## src/prqs_pkg.sv

```systemverilog
package prqs_pkg;

	localparam int SLOTS         = 32;
	localparam int PID_BITS      = 16;
	localparam int PRIORITY_BITS = 8;

	localparam int IDX_W  = $clog2(SLOTS);
	localparam int LINK_W = $clog2(SLOTS + 1);
	localparam int CMP_W  = (PID_BITS > 16) ? PID_BITS : 16;

	// link value that ends a list
	localparam logic [LINK_W-1:0] NIL_LINK     = LINK_W'(SLOTS);
	localparam logic [5:0]        MAX_PROC_RST = 6'd20;

	localparam logic [2:0] ACT_CREATE    = 3'd0;
	localparam logic [2:0] ACT_DISPATCH  = 3'd1;
	localparam logic [2:0] ACT_REQUEUE   = 3'd2;
	localparam logic [2:0] ACT_TERMINATE = 3'd3;
	localparam logic [2:0] ACT_SUSPEND   = 3'd4;
	localparam logic [2:0] ACT_RESUME    = 3'd5;
	localparam logic [2:0] ACT_CHANGE    = 3'd6;
	localparam logic [2:0] ACT_QUERY     = 3'd7;

	localparam logic [2:0] ST_OK        = 3'd0;
	localparam logic [2:0] ST_LIMIT     = 3'd1;
	localparam logic [2:0] ST_BAD_PRIO  = 3'd2;
	localparam logic [2:0] ST_NOT_FOUND = 3'd3;
	localparam logic [2:0] ST_EMPTY     = 3'd4;

	localparam logic [1:0] LOC_ABSENT    = 2'd0;
	localparam logic [1:0] LOC_RUNNING   = 2'd1;
	localparam logic [1:0] LOC_READY     = 2'd2;
	localparam logic [1:0] LOC_SUSPENDED = 2'd3;

	// one slot of the process store
	typedef struct packed {
		logic [LINK_W-1:0]        link;
		logic [PRIORITY_BITS-1:0] prio;
		logic [PID_BITS-1:0]      pid;
	} ent_t;

	localparam int ENT_W = $bits(ent_t);

	// stored pid against the 17-bit signed target; -1 never matches
	function automatic logic pid_match(input logic [PID_BITS-1:0] sp, input logic [16:0] tp);
		logic hit;
		hit = !tp[16] && (CMP_W'(sp) == CMP_W'(tp[15:0]));
		return hit;
	endfunction

endpackage

```

## src/prqs_ram.sv

```systemverilog
module prqs_ram #(
	parameter int WIDTH = 8,
	parameter int DEPTH = 32
) (
	input  logic                     clk,
	input  logic                     we,
	input  logic [$clog2(DEPTH)-1:0] waddr,
	input  logic [WIDTH-1:0]         wdata,
	input  logic [$clog2(DEPTH)-1:0] raddr,
	output logic [WIDTH-1:0]         rdata
);

	logic [WIDTH-1:0] mem [DEPTH];

	always_ff @(posedge clk) begin
		if (we) begin
			mem[waddr] <= wdata;
		end
		rdata <= mem[raddr];
	end

endmodule

```

## src/prqs_alloc.sv

```systemverilog
module prqs_alloc
	import prqs_pkg::*;
(
	input  logic [SLOTS-1:0] used,
	output logic             free_ok,
	output logic [IDX_W-1:0] free_idx
);

	// lowest free slot
	always_comb begin
		free_ok  = 1'b0;
		free_idx = '0;
		for (int i = SLOTS - 1; i >= 0; i--) begin
			if (!used[i]) begin
				free_ok  = 1'b1;
				free_idx = IDX_W'(i);
			end
		end
	end

endmodule

```

## src/priority_ready_queue_scheduler.sv

```systemverilog
// Process scheduler: up to SLOTS processes, one running, a ready list sorted by
// priority (lower value first, FIFO among equals) and a FIFO suspend list. Each
// command transaction on s_* gives exactly one result transaction on m_*; one
// command is worked on at a time and the next is taken while the previous
// result still waits in the output register. Pid, priority and link of every
// slot live in one RAM with a registered read, and all list work is
// a walk over it at one slot per cycle, followed by one or two write-backs.
// max_processes (APB address 0) caps the live process count; the user must
// write it only while the block is idle, which the block itself does not enforce.
module priority_ready_queue_scheduler
	import prqs_pkg::*;
(
	input  logic        clk,
	input  logic        arst_n,
	// command: [2:0] action, [19:3] pid, [28:20] priority_req, [31:29] zero
	input  logic        s_tvalid,
	output logic        s_tready,
	input  logic [31:0] s_tdata,
	// result: [2:0] status, [18:3] result_pid, [20:19] location,
	// [21] ready_empty, [23:22] zero
	output logic        m_tvalid,
	input  logic        m_tready,
	output logic [23:0] m_tdata,
	input  logic        psel,
	input  logic        penable,
	input  logic        pwrite,
	input  logic [2:0]  paddr,
	input  logic [31:0] pwdata,
	output logic [31:0] prdata,
	output logic        pready
);

	typedef enum logic [4:0] {
		S_IDLE, S_EXEC, S_WSTART, S_WALK, S_POST, S_UNLINK,
		S_INS_GO, S_INS_W1, S_INS_W2, S_INS_RET,
		S_APP_GO, S_APP_W1, S_APP_W2,
		S_DISP_RD, S_DISP_DATA, S_RES_RD, S_RES_DATA, S_CHG_W, S_DONE
	} state_t;

	// what a list walk stops on
	typedef enum logic [1:0] {
		WM_FIND, WM_INS, WM_TAIL
	} wmode_t;

	state_t state_q;
	wmode_t mode_q;

	logic [5:0]             max_q;
	logic [SLOTS-1:0]       used_q;
	logic [LINK_W-1:0]      ready_head_q, susp_head_q, running_q;
	logic [PID_BITS-1:0]    run_pid_q;
	logic [PRIORITY_BITS-1:0] run_prio_q;
	logic [LINK_W-1:0]      live_q;
	logic [PID_BITS-1:0]    next_pid_q;

	// command being worked
	logic [2:0]             act_q;
	logic [16:0]            pid_q;
	logic [8:0]             prio_q;

	// walk registers
	logic [LINK_W-1:0]      cur_q, prv_q, nx_q;
	ent_t                   cur_ent_q, prv_ent_q, s_ent_q;
	logic [IDX_W-1:0]       s_q;
	logic                   lst_q;     // 0 ready list, 1 suspend list
	logic                   ph_q;      // second search of change / query
	logic                   found_q;
	logic                   tail_nil_q;

	// result
	logic                   out_valid_q;
	logic [2:0]             st_q;
	logic [15:0]            rpid_q;
	logic [1:0]             loc_q;
	logic [2:0]             o_st_q;
	logic [15:0]            o_rpid_q;
	logic [1:0]             o_loc_q;
	logic                   o_empty_q;

	logic                   ram_we;
	logic [IDX_W-1:0]       ram_waddr, ram_raddr;
	ent_t                   ram_wdata;
	logic [ENT_W-1:0]       ram_rdata;
	ent_t                   rd_ent;

	logic                   free_ok;
	logic [IDX_W-1:0]       free_idx;

	logic                   cfg_wr;
	logic                   pid_all, run_hit, prio_bad, at_limit;
	logic [8:0]             limit;
	logic [7:0]             prio_hi;

	prqs_ram #(.WIDTH(ENT_W), .DEPTH(SLOTS)) u_ram (
		.clk   (clk),
		.we    (ram_we),
		.waddr (ram_waddr),
		.wdata (ram_wdata),
		.raddr (ram_raddr),
		.rdata (ram_rdata)
	);

	prqs_alloc u_alloc (
		.used     (used_q),
		.free_ok  (free_ok),
		.free_idx (free_idx)
	);

	assign rd_ent  = ent_t'(ram_rdata);
	assign pid_all = (pid_q == 17'h1FFFF);
	assign run_hit = (running_q != NIL_LINK) && pid_match(run_pid_q, pid_q);
	assign prio_hi = prio_q[7:0] >> PRIORITY_BITS;
	assign prio_bad = prio_q[8] || (prio_hi != 8'd0);
	assign limit   = (9'(max_q) < 9'(SLOTS)) ? 9'(max_q) : 9'(SLOTS);
	assign at_limit = (9'(live_q) >= limit);

	// APB: always ready, single register at byte address 0
	assign pready = 1'b1;
	assign cfg_wr = psel && penable && pwrite && (paddr == 3'd0);
	assign prdata = (paddr == 3'd0) ? {26'd0, max_q} : 32'd0;

	assign s_tready = (state_q == S_IDLE);
	assign m_tvalid = out_valid_q;
	assign m_tdata  = {2'b00, o_empty_q, o_loc_q, o_rpid_q, o_st_q};

	// Walk reads follow the link just returned; everywhere else the RAM reads
	// cur_q. No state consumes read data right after a write, so no bypass.
	always_comb begin
		ram_raddr = (state_q == S_WALK) ? rd_ent.link[IDX_W-1:0] : cur_q[IDX_W-1:0];
		ram_we    = 1'b0;
		ram_waddr = cur_q[IDX_W-1:0];
		ram_wdata = '0;
		case (state_q)
			S_INS_W1: begin
				ram_we    = 1'b1;
				ram_waddr = s_q;
				ram_wdata = '{link: cur_q, prio: s_ent_q.prio, pid: s_ent_q.pid};
			end
			S_INS_W2: begin
				ram_we    = 1'b1;
				ram_waddr = prv_q[IDX_W-1:0];
				ram_wdata = '{link: LINK_W'(s_q), prio: prv_ent_q.prio, pid: prv_ent_q.pid};
			end
			S_UNLINK: begin
				ram_we    = (prv_q != NIL_LINK);
				ram_waddr = prv_q[IDX_W-1:0];
				ram_wdata = '{link: cur_ent_q.link, prio: prv_ent_q.prio, pid: prv_ent_q.pid};
			end
			S_APP_W1: begin
				ram_we    = 1'b1;
				ram_waddr = s_q;
				ram_wdata = '{link: NIL_LINK, prio: s_ent_q.prio, pid: s_ent_q.pid};
			end
			S_APP_W2: begin
				ram_we    = 1'b1;
				ram_waddr = cur_q[IDX_W-1:0];
				ram_wdata = '{link: LINK_W'(s_q), prio: cur_ent_q.prio, pid: cur_ent_q.pid};
			end
			S_CHG_W: begin
				ram_we    = 1'b1;
				ram_waddr = cur_q[IDX_W-1:0];
				ram_wdata = '{link: cur_ent_q.link, prio: PRIORITY_BITS'(prio_q[7:0]),
					pid: cur_ent_q.pid};
			end
			default: begin
				ram_we = 1'b0;
			end
		endcase
	end

	always_ff @(posedge clk or negedge arst_n) begin
		if (!arst_n) begin
			state_q      <= S_IDLE;
			mode_q       <= WM_FIND;
			max_q        <= MAX_PROC_RST;
			used_q       <= '0;
			ready_head_q <= NIL_LINK;
			susp_head_q  <= NIL_LINK;
			running_q    <= NIL_LINK;
			live_q       <= '0;
			next_pid_q   <= '0;
			out_valid_q  <= 1'b0;
			cur_q        <= NIL_LINK;
			prv_q        <= NIL_LINK;
			lst_q        <= 1'b0;
			ph_q         <= 1'b0;
			found_q      <= 1'b0;
			tail_nil_q   <= 1'b0;
		end else begin
			if (cfg_wr) begin
				max_q <= pwdata[5:0];
			end
			// the closing step reloads the output register itself
			if (out_valid_q && m_tready && (state_q != S_DONE)) begin
				out_valid_q <= 1'b0;
			end
			case (state_q)
				S_IDLE: begin
					if (s_tvalid) begin
						act_q   <= s_tdata[2:0];
						pid_q   <= s_tdata[19:3];
						prio_q  <= s_tdata[28:20];
						rpid_q  <= s_tdata[18:3];
						st_q    <= ST_OK;
						loc_q   <= LOC_ABSENT;
						ph_q    <= 1'b0;
						state_q <= S_EXEC;
					end
				end
				S_EXEC: begin
					case (act_q)
						ACT_CREATE: begin
							if (at_limit || (!prio_bad && !free_ok)) begin
								st_q    <= ST_LIMIT;
								state_q <= S_DONE;
							end else if (prio_bad) begin
								st_q    <= ST_BAD_PRIO;
								state_q <= S_DONE;
							end else begin
								used_q[free_idx] <= 1'b1;
								s_q          <= free_idx;
								s_ent_q.pid  <= next_pid_q;
								s_ent_q.prio <= PRIORITY_BITS'(prio_q[7:0]);
								live_q       <= live_q + 1'b1;
								rpid_q       <= 16'(next_pid_q);
								next_pid_q   <= next_pid_q + 1'b1;
								state_q      <= S_INS_GO;
							end
						end
						ACT_DISPATCH: begin
							if (ready_head_q == NIL_LINK) begin
								st_q    <= ST_EMPTY;
								state_q <= S_DONE;
							end else if (running_q != NIL_LINK) begin
								s_q          <= running_q[IDX_W-1:0];
								s_ent_q.pid  <= run_pid_q;
								s_ent_q.prio <= run_prio_q;
								running_q    <= NIL_LINK;
								state_q      <= S_INS_GO;
							end else begin
								cur_q   <= ready_head_q;
								state_q <= S_DISP_RD;
							end
						end
						ACT_REQUEUE: begin
							if (running_q == NIL_LINK) begin
								st_q    <= ST_NOT_FOUND;
								state_q <= S_DONE;
							end else begin
								s_q          <= running_q[IDX_W-1:0];
								s_ent_q.pid  <= run_pid_q;
								s_ent_q.prio <= run_prio_q;
								running_q    <= NIL_LINK;
								state_q      <= S_INS_GO;
							end
						end
						ACT_TERMINATE: begin
							if (run_hit) begin
								used_q[running_q[IDX_W-1:0]] <= 1'b0;
								if (live_q != '0) begin
									live_q <= live_q - 1'b1;
								end
								running_q <= NIL_LINK;
								state_q   <= S_DONE;
							end else begin
								cur_q   <= ready_head_q;
								lst_q   <= 1'b0;
								mode_q  <= WM_FIND;
								state_q <= S_WSTART;
							end
						end
						ACT_SUSPEND: begin
							if ((running_q != NIL_LINK) && (pid_all || run_hit)) begin
								s_q          <= running_q[IDX_W-1:0];
								s_ent_q.pid  <= run_pid_q;
								s_ent_q.prio <= run_prio_q;
								running_q    <= NIL_LINK;
								state_q      <= S_APP_GO;
							end else if (pid_all) begin
								st_q    <= ST_NOT_FOUND;
								state_q <= S_DONE;
							end else begin
								cur_q   <= ready_head_q;
								lst_q   <= 1'b0;
								mode_q  <= WM_FIND;
								state_q <= S_WSTART;
							end
						end
						ACT_RESUME: begin
							if (pid_all) begin
								cur_q       <= susp_head_q;
								susp_head_q <= NIL_LINK;
								state_q     <= S_RES_RD;
							end else begin
								cur_q   <= susp_head_q;
								lst_q   <= 1'b1;
								mode_q  <= WM_FIND;
								state_q <= S_WSTART;
							end
						end
						ACT_CHANGE: begin
							if (prio_bad) begin
								st_q    <= ST_BAD_PRIO;
								state_q <= S_DONE;
							end else begin
								cur_q   <= ready_head_q;
								lst_q   <= 1'b0;
								mode_q  <= WM_FIND;
								state_q <= S_WSTART;
							end
						end
						default: begin
							if (run_hit) begin
								loc_q   <= LOC_RUNNING;
								state_q <= S_DONE;
							end else begin
								cur_q   <= ready_head_q;
								lst_q   <= 1'b0;
								mode_q  <= WM_FIND;
								state_q <= S_WSTART;
							end
						end
					endcase
				end
				S_WSTART: begin
					prv_q   <= NIL_LINK;
					state_q <= S_WALK;
				end
				S_WALK: begin
					case (mode_q)
						WM_FIND: begin
							if (cur_q == NIL_LINK) begin
								found_q <= 1'b0;
								state_q <= S_POST;
							end else if (pid_match(rd_ent.pid, pid_q)) begin
								found_q   <= 1'b1;
								cur_ent_q <= rd_ent;
								state_q   <= S_POST;
							end else begin
								prv_q     <= cur_q;
								prv_ent_q <= rd_ent;
								cur_q     <= rd_ent.link;
							end
						end
						WM_INS: begin
							if ((cur_q == NIL_LINK) || (rd_ent.prio > s_ent_q.prio)) begin
								state_q <= S_INS_W1;
							end else begin
								prv_q     <= cur_q;
								prv_ent_q <= rd_ent;
								cur_q     <= rd_ent.link;
							end
						end
						default: begin
							if (rd_ent.link == NIL_LINK) begin
								cur_ent_q <= rd_ent;
								state_q   <= S_APP_W1;
							end else begin
								cur_q <= rd_ent.link;
							end
						end
					endcase
				end
				S_POST: begin
					case (act_q)
						ACT_CHANGE, ACT_QUERY: begin
							if (found_q) begin
								if (act_q == ACT_QUERY) begin
									loc_q   <= ph_q ? LOC_SUSPENDED : LOC_READY;
									state_q <= S_DONE;
								end else begin
									state_q <= ph_q ? S_CHG_W : S_UNLINK;
								end
							end else if (!ph_q) begin
								ph_q    <= 1'b1;
								cur_q   <= susp_head_q;
								lst_q   <= 1'b1;
								state_q <= S_WSTART;
							end else begin
								st_q    <= ST_NOT_FOUND;
								state_q <= S_DONE;
							end
						end
						default: begin
							if (found_q) begin
								state_q <= S_UNLINK;
							end else begin
								st_q    <= ST_NOT_FOUND;
								state_q <= S_DONE;
							end
						end
					endcase
				end
				S_UNLINK: begin
					if (prv_q == NIL_LINK) begin
						if (lst_q) begin
							susp_head_q <= cur_ent_q.link;
						end else begin
							ready_head_q <= cur_ent_q.link;
						end
					end
					s_q     <= cur_q[IDX_W-1:0];
					// a priority change carries the new value into the insert
					s_ent_q <= '{link: cur_ent_q.link,
						prio: (act_q == ACT_CHANGE) ? PRIORITY_BITS'(prio_q[7:0])
							: cur_ent_q.prio,
						pid: cur_ent_q.pid};
					case (act_q)
						ACT_TERMINATE: begin
							used_q[cur_q[IDX_W-1:0]] <= 1'b0;
							if (live_q != '0) begin
								live_q <= live_q - 1'b1;
							end
							state_q <= S_DONE;
						end
						ACT_SUSPEND: begin
							state_q <= S_APP_GO;
						end
						default: begin
							state_q <= S_INS_GO;
						end
					endcase
				end
				S_INS_GO: begin
					cur_q   <= ready_head_q;
					mode_q  <= WM_INS;
					state_q <= S_WSTART;
				end
				S_INS_W1: begin
					if (prv_q == NIL_LINK) begin
						ready_head_q <= LINK_W'(s_q);
						state_q      <= S_INS_RET;
					end else begin
						state_q <= S_INS_W2;
					end
				end
				S_INS_W2: begin
					state_q <= S_INS_RET;
				end
				S_INS_RET: begin
					if (act_q == ACT_DISPATCH) begin
						cur_q   <= ready_head_q;
						state_q <= S_DISP_RD;
					end else if ((act_q == ACT_RESUME) && pid_all) begin
						cur_q   <= nx_q;
						state_q <= S_RES_RD;
					end else begin
						state_q <= S_DONE;
					end
				end
				S_APP_GO: begin
					if (susp_head_q == NIL_LINK) begin
						tail_nil_q <= 1'b1;
						state_q    <= S_APP_W1;
					end else begin
						tail_nil_q <= 1'b0;
						cur_q      <= susp_head_q;
						mode_q     <= WM_TAIL;
						state_q    <= S_WSTART;
					end
				end
				S_APP_W1: begin
					if (tail_nil_q) begin
						susp_head_q <= LINK_W'(s_q);
						state_q     <= S_DONE;
					end else begin
						state_q <= S_APP_W2;
					end
				end
				S_APP_W2: begin
					state_q <= S_DONE;
				end
				S_DISP_RD: begin
					state_q <= S_DISP_DATA;
				end
				S_DISP_DATA: begin
					ready_head_q <= rd_ent.link;
					running_q    <= cur_q;
					run_pid_q    <= rd_ent.pid;
					run_prio_q   <= rd_ent.prio;
					rpid_q       <= 16'(rd_ent.pid);
					state_q      <= S_DONE;
				end
				S_RES_RD: begin
					state_q <= (cur_q == NIL_LINK) ? S_DONE : S_RES_DATA;
				end
				S_RES_DATA: begin
					nx_q         <= rd_ent.link;
					s_q          <= cur_q[IDX_W-1:0];
					s_ent_q      <= rd_ent;
					state_q      <= S_INS_GO;
				end
				S_CHG_W: begin
					state_q <= S_DONE;
				end
				S_DONE: begin
					if (!out_valid_q || m_tready) begin
						out_valid_q <= 1'b1;
						o_st_q      <= st_q;
						o_rpid_q    <= rpid_q;
						o_loc_q     <= loc_q;
						o_empty_q   <= (ready_head_q == NIL_LINK);
						state_q     <= S_IDLE;
					end
				end
				default: begin
					state_q <= S_IDLE;
				end
			endcase
		end
	end

	// one command in flight
	assert property (@(posedge clk) disable iff (!arst_n)
		s_tvalid && s_tready |=> !s_tready)
		else $error("command taken while another is in work");

	// a result is only raised from the closing step
	assert property (@(posedge clk) disable iff (!arst_n)
		$rose(out_valid_q) |-> $past(state_q == S_DONE))
		else $error("result raised outside closing step");

	// the running process always owns a live slot
	assert property (@(posedge clk) disable iff (!arst_n)
		(running_q != NIL_LINK) |-> used_q[running_q[IDX_W-1:0]])
		else $error("running process in a free slot");

	// live count tracks the used slots
	assert property (@(posedge clk) disable iff (!arst_n)
		(state_q == S_IDLE) |-> ($countones(used_q) == int'(live_q)))
		else $error("live count out of step with slot usage");

endmodule

```

## config.mk

```make
export PLATFORM = sky130hd
export DESIGN_NAME = priority_ready_queue_scheduler
export DESIGN_NICKNAME = d
export VERILOG_FILES = /design/src/prqs_pkg.sv /design/src/prqs_ram.sv /design/src/prqs_alloc.sv /design/src/priority_ready_queue_scheduler.sv
export SDC_FILE = /design/constraint.sdc
export NUM_CORES = 2
export LEC_CHECK = 0
export BUFFER_PORTS_ARGS = -buffer_cell sky130_fd_sc_hd__buf_2
export CAP_MARGIN = 20
export CORE_MARGIN = 1.5
export CORE_UTILIZATION = 55
export CTS_BUF_LIST = sky130_fd_sc_hd__clkbuf_8 sky130_fd_sc_hd__clkbuf_16
export DETAILED_ROUTE_END_ITERATION = 7
export PLACE_DENSITY = 0.81
export REMOVE_ABC_BUFFERS = 1
export SLEW_MARGIN = 20
export SYNTH_ARGS = -nofsm -noshare
export SYNTH_HDL_FRONTEND = slang
export SYNTH_SLANG_ARGS = --single-unit
```

## constraint.sdc

```tcl
create_clock -name clk -period 4.8 [get_ports clk]
set_input_delay 0.96 -clock clk [delete_from_list [all_inputs] [get_ports clk]]
set_output_delay 0.96 -clock clk [all_outputs]
set_load 0.03 [all_outputs]
```

* After elaboration in Yosys (flattened, before gate mapping) *
Memory sizes are Yosys's and may differ from the RTL's. A register that Yosys moved wholly into a read port is not among the register bits.
Index checks and enable logic that the tools add are counted.
Widths: inputs -> output; s select.

cells by class
  reduce and logical (&&, ||, !) cells = 75
  add/subtract/negate cells = 3
  $lt $le $gt $ge = 9
  equality and inequality tests = 96
  mux-type cells = 242
  bitwise gates (word level) = 8

operator list
  operator            number
  $mux 5              62
  $mux 6              39
  $mux 24             9
  $pmux 30 s6         1
  $mux 32             4
  $pmux 32 s2         2
  $pmux 24 s4         1
  $mux 30             3
  $pmux 5 s17         1
  $pmux 24 s3         1
  $pmux 6 s2          6
  $and 32x32->32      2
  $mux 16             4
  $not 32->32         2
  $ne 3x3->1 const B  21
  $pmux 30 s2         1
  $mux 1              56
  $ne 2x2->1 const B  25
  $pmux 16 s3         1
  $pmux 24 s2         1
  $eq 5x4->1 const B  8
  $pmux 5 s2          4
  $eq 6x6->1 const B  6
  $pmux 6 s3          2
  other kinds (70)    171

storage, ports and cells
  RAM bits = 960
  output and inout port bits = 59
  register bits after elaboration = 287
  memories kept = 1

memory list
  name       depth  width  rd ports  clocked after Yosys merged registers in  write ports  line            source
  u_ram.mem  32     30     1         1                                        1            prqs_ram.sv:13  logic [WIDTH-1:0] mem [DEPTH];

* Depth between registers and ports, before layout *
  depth in word-level cells = 41
  gate-level depth with buffers = 13
  gate-level depth less buffers = 10

* Modules after synthesis *
Synthesis repeated with hierarchy kept, for this count alone.

second synthesis, totals
  cell total of the unflattened synthesis = 3579
  area, all modules = 53461.3 µm²

modules (own cells, without submodules)
  module                          instances  area an instance (µm²)  sequential area each (µm²)  cells an instance
  prqs_ram                        1          38059.0                 29428.2                     2122
  priority_ready_queue_scheduler  1          15009.4                 8116.5                      1391
  prqs_alloc                      1          392.9                   0.0                         66

* Worst setup path before layout *
OpenSTA, ideal clock, no wires.

  path type = register to register
  start point = register max_q[2]
  end point = register s_ent_q[0] (netlist bit) (enable)
  buffers on the path = 0
  data required time = 4.343 ns
  slack = 0.358 ns
  stages on the path, launching flop included = 9
  data arrival time = 3.985 ns
  setup time = 0.457 ns
  period minus slack after synthesis = 4.442 ns
  path through = dfstp_2 nand2_1 ha_1 a21o_1 a31oi_1 o21ai_0 o31ai_1 a41oi_1 nor3b_1

on the way
  cells in the longest elaborated chain, start to end = 6

RTL lines
  item                                   line                                   source
  start, declared                        priority_ready_queue_scheduler.sv:48   logic [5:0] max_q;
  start signal, assigned                 priority_ready_queue_scheduler.sv:191  max_q <= pwdata[5:0];
  $lt 6x6->1                             priority_ready_queue_scheduler.sv:114  assign limit = (9'(max_q) < 9'(SLOTS)) ? 9'(max_q) : 9'(SLOTS);
  $mux 6 (*)                             priority_ready_queue_scheduler.sv:114
  $ge 6x6->1 (*)                         priority_ready_queue_scheduler.sv:115  assign at_limit = (9'(live_q) >= limit);
  $logic_or 1x1->1 (*)                   priority_ready_queue_scheduler.sv:213  if (at_limit || (!prio_bad && !free_ok)) begin
  $ne 3x3->1 (no source line) (*)        -
  $reduce_and 9->1 (no source line) (*)  -
  end signal, assigned                   priority_ready_queue_scheduler.sv:404  s_ent_q <= '{link: cur_ent_q.link,
  end signal, assigned                   priority_ready_queue_scheduler.sv:490  s_ent_q <= rd_ent;
  end, declared                          priority_ready_queue_scheduler.sv:63   ent_t cur_ent_q, prv_ent_q, s_ent_q;

Every way passes the cells marked *; elsewhere a longest branch is shown, timed or not.
A chain may end at the register's enable or synchronous reset.

* Final worst setup path *
  start point = register state_q[2]
  end point = memory u_ram.mem[8][28] (netlist bit) (enable)

on the way
  cells in the longest elaborated chain, start to end = 5

RTL lines
  item                                      line                                   source
  start, declared                           priority_ready_queue_scheduler.sv:45   state_t state_q;
  start signal, assigned                    priority_ready_queue_scheduler.sv:173  state_q <= S_IDLE;
  start signal, assigned                    priority_ready_queue_scheduler.sv:207  state_q <= S_EXEC;
  start signal, assigned                    priority_ready_queue_scheduler.sv:215  state_q <= S_DONE;
  $eq 5x5->1, or another cell as far along  priority_ready_queue_scheduler.sv:133  case (state_q)
  $reduce_or 5->1 (no source line)          -
  $pmux 1 s2                                priority_ready_queue_scheduler.sv:133
  $mux 1                                    prqs_ram.sv:16                         if (we) begin
  $mux 1 (implied by the code)              prqs_ram.sv:17                         mem[waddr] <= wdata;
  end, declared                             prqs_ram.sv:13

Several ways; a longest one is shown, not always the timed one.

==> metrics <==
Avg Synthesized Cell Area approximately 15 µm²; largest net degree at the start of global routing 61; detailed-route via count between 30000 and 40000; vias in the first global route ~33000; hold_buf cts 0; Leak around 21 nW; Rows approximately 110; Post-synth ARST share 0.0799; worst skew pair latency 0.72 ns; crit start category register; failing checks DRC; FF-to-FF path depth 9; cts bufs inserted 120; fillers roughly 6300; most common cell after layout, fill and taps aside edfxtp_1; max-cap violations 0; clock skew around 0.06 ns; Routed wire per std cell approximately 27 µm; final count of negative-setup-slack endpoints 0; most frequent cells in the layout edfxtp_1 (1145), nand2_1 (410), nand3_1 (169), mux2i_1 (165); GPL Wtd Cong ~0.93; core area 94900 µm²; Iteration-0 DRC Markers between 4000 and 5000; gr usage total 0.273; cells resized by post-CTS repair 0; ANT cells 0; top_reg_cell synth edfxtp_1; die area around 98000 µm²; R2R Path Start state_q[2]; fin crit share 0.878; GR Overflow Total 0; R2R Path End u_ram.mem[8][28]; Warnings, synthesis 0; CTS HTree Levels 3; P per Cell Area 576 nW/µm²; crit path max fanout 17; final hold viol count 0; DIE HEIGHT 312 µm; sequential share of the synthesized area 0.713; post-synthesis cell count about 3500; Slew Limit Headroom 0.210; Worst IR Drop VDD 0.397 mV; nets@finish approximately 3700; Slew Viols, Final 0; unrepaired setup endpoints after global routing no; Clock Root Buffer clkbuf_16; Max Root-Sink Buffers 3; mapped cell area 52600 µm²; status finished with violations; I/O pins roughly 130; Detailed Routing Iterations Pass 1 8; Post-Place Cell Area about 55000 µm²; first-pass GRT wire length around 200000 µm; DR vias/cell ~6.6; DRT antenna net count 0; Yosys reg bits roughly 1300; R2R setup slack slightly below 0.6 ns; port bufs between 70 and 80; share of cells above drive strength 1 0.178; final instance area between 50000 and 60000 µm²; setup ws final about 0.59 ns; worst path arrival time 4.60 ns; Area Overhead vs Synth 12.9%; Least-Margin Pin Slew approximately 1.2 ns; routed wire length about 140000 µm; pre-CTS setup slack ~0.7 ns; Clock Sinks 1277; Required @ worst endpoint slightly above 5 ns; Initial Util 0.555; CTS tree yes; Post-synth EDFFs between 1000 and 1500; # DRC 11; die span in x around 310 µm; Final HPWL DP around 80000 µm; Worst-path clk slew 0.06 ns; HP Class in2async; post-CTS setup buffer count 0; fmax ~240 MHz; overall power approximately 34 mW; kind of end point of the critical path register; WS Path Type reg2reg; Final min period roughly 4.2 ns; initial antenna violation count 1; Synth cell types 90
[logic make-up after synthesis]
family	share of synthesized area
xor+xnor	0.00848
compound gates	0.0780
buf+inv	0.0254
simple gates	0.0840
mux	0.0865
flops	0.713
other cells	0.000143
fa+ha+maj	0.00428
[per-layer routing]
layer,share of wire,vias to the layer above,GRT usage
met2,0.49,2335,0.449
met1,0.37,16508,0.369
li1,-,13900,-
met5,0,-,0
met3,0.11,329,0.0504
met4,0.033,0,0.0949
[critical path: stages, from the launching register on]
cell and delay (ns):
dfrtp_1 0.55, buf_4 0.26, nor3b_1 0.45, o21a_1 0.49, nor3b_1 0.10, a221oi_1 0.30
a21boi_1 0.25, nand2_1 0.51, nor2_4 0.74, buf_12 0.26
[report_power, final]
group          switching, mW  leakage, nW  internal [mW]
Combinational           6.73         6.36           3.76
Sequential             0.729         12.2           13.5
Clock                   4.19         2.04           5.36
[synthesized netlist by cell type, types with 29 or more instances]
library cell / instances / area, µm²
edfxtp_1: 1145 / 34400
nand2_1: 415 / 1560
nand3_1: 169 / 846
mux2i_1: 165 / 1650
nor2_1: 112 / 420
mux2_2: 109 / 1230
clkbuf_1: 103 / 387
dfrtp_1: 95 / 2380
o21ai_0: 92 / 460
a22oi_1: 71 / 533
a22o_1: 70 / 613
o22ai_1: 63 / 394
mux4_2: 60 / 1350
inv_1: 58 / 218
nand4_1: 51 / 319
a31oi_1: 47 / 294
a21oi_1: 44 / 220
buf_2: 39 / 195
nor4_1: 39 / 244
buf_4: 35 / 263
nor3_1: 32 / 160
o221ai_1: 32 / 280
xor2_1: 31 / 272
dfxtp_1: 30 / 601
a222oi_1: 29 / 290
[layout make-up]
cell class / count / area, µm² / area share
tap: 1265 / 1580 / 0.0266
sequential: 1277 / 37500 / 0.632
clock inverter: 98 / 888 / 0.0150
multi-input combinational: 1972 / 14300 / 0.240
clock buffer: 129 / 3130 / 0.0526
inverter: 59 / 221 / 0.00373
timing repair buffer: 219 / 1790 / 0.0302
[per-stage QoR]
| step | cells | utilization | hold slack (ns) | setup TNS (ns) |
|---|---|---|---|---|
| floorplan | 3308 | - | 0.400 | -145.33 |
| global placement | 4791 | 0.583 | 0.402 | 0 |
| detailed placement | 4791 | 0.583 | 0.405 | 0 |
| CTS | 5018 | 0.626 | 0.185 | 0 |
| global route | 5019 | 0.626 | 0.218 | 0 |
| finish | 5019 | 0.626 | 0.211 | 0 |
[state kept, by name, indices dropped and copies added, names as in the netlist, 8 cells and up]
signal       count
s_ent_q         24
run_pid_q       16
o_rpid_q        16
next_pid_q      16
used_q          32
prv_ent_q       24
u_ram.mem      960
cur_ent_q       30
u_ram.rdata     30
pid_q           17
prio_q           9
run_prio_q       8
rpid_q          16
[worst max path at each step]
stage | depth (start not counted) | slack (ns) | start | endpoint
floorplan | 6 | -3.93 | state_q[2] | u_ram.rdata[0]
global placement | 9 | 0.84 | state_q[2] | u_ram.mem[8][28]
detailed placement | 9 | 0.69 | state_q[2] | u_ram.mem[8][26]
CTS | 9 | 0.68 | state_q[2] | u_ram.mem[8][29]
global route | 9 | 0.39 | state_q[2] | u_ram.mem[8][26]
finish | 9 | 0.59 | state_q[2] | u_ram.mem[8][28]
(Power assumes the default switching activity.)
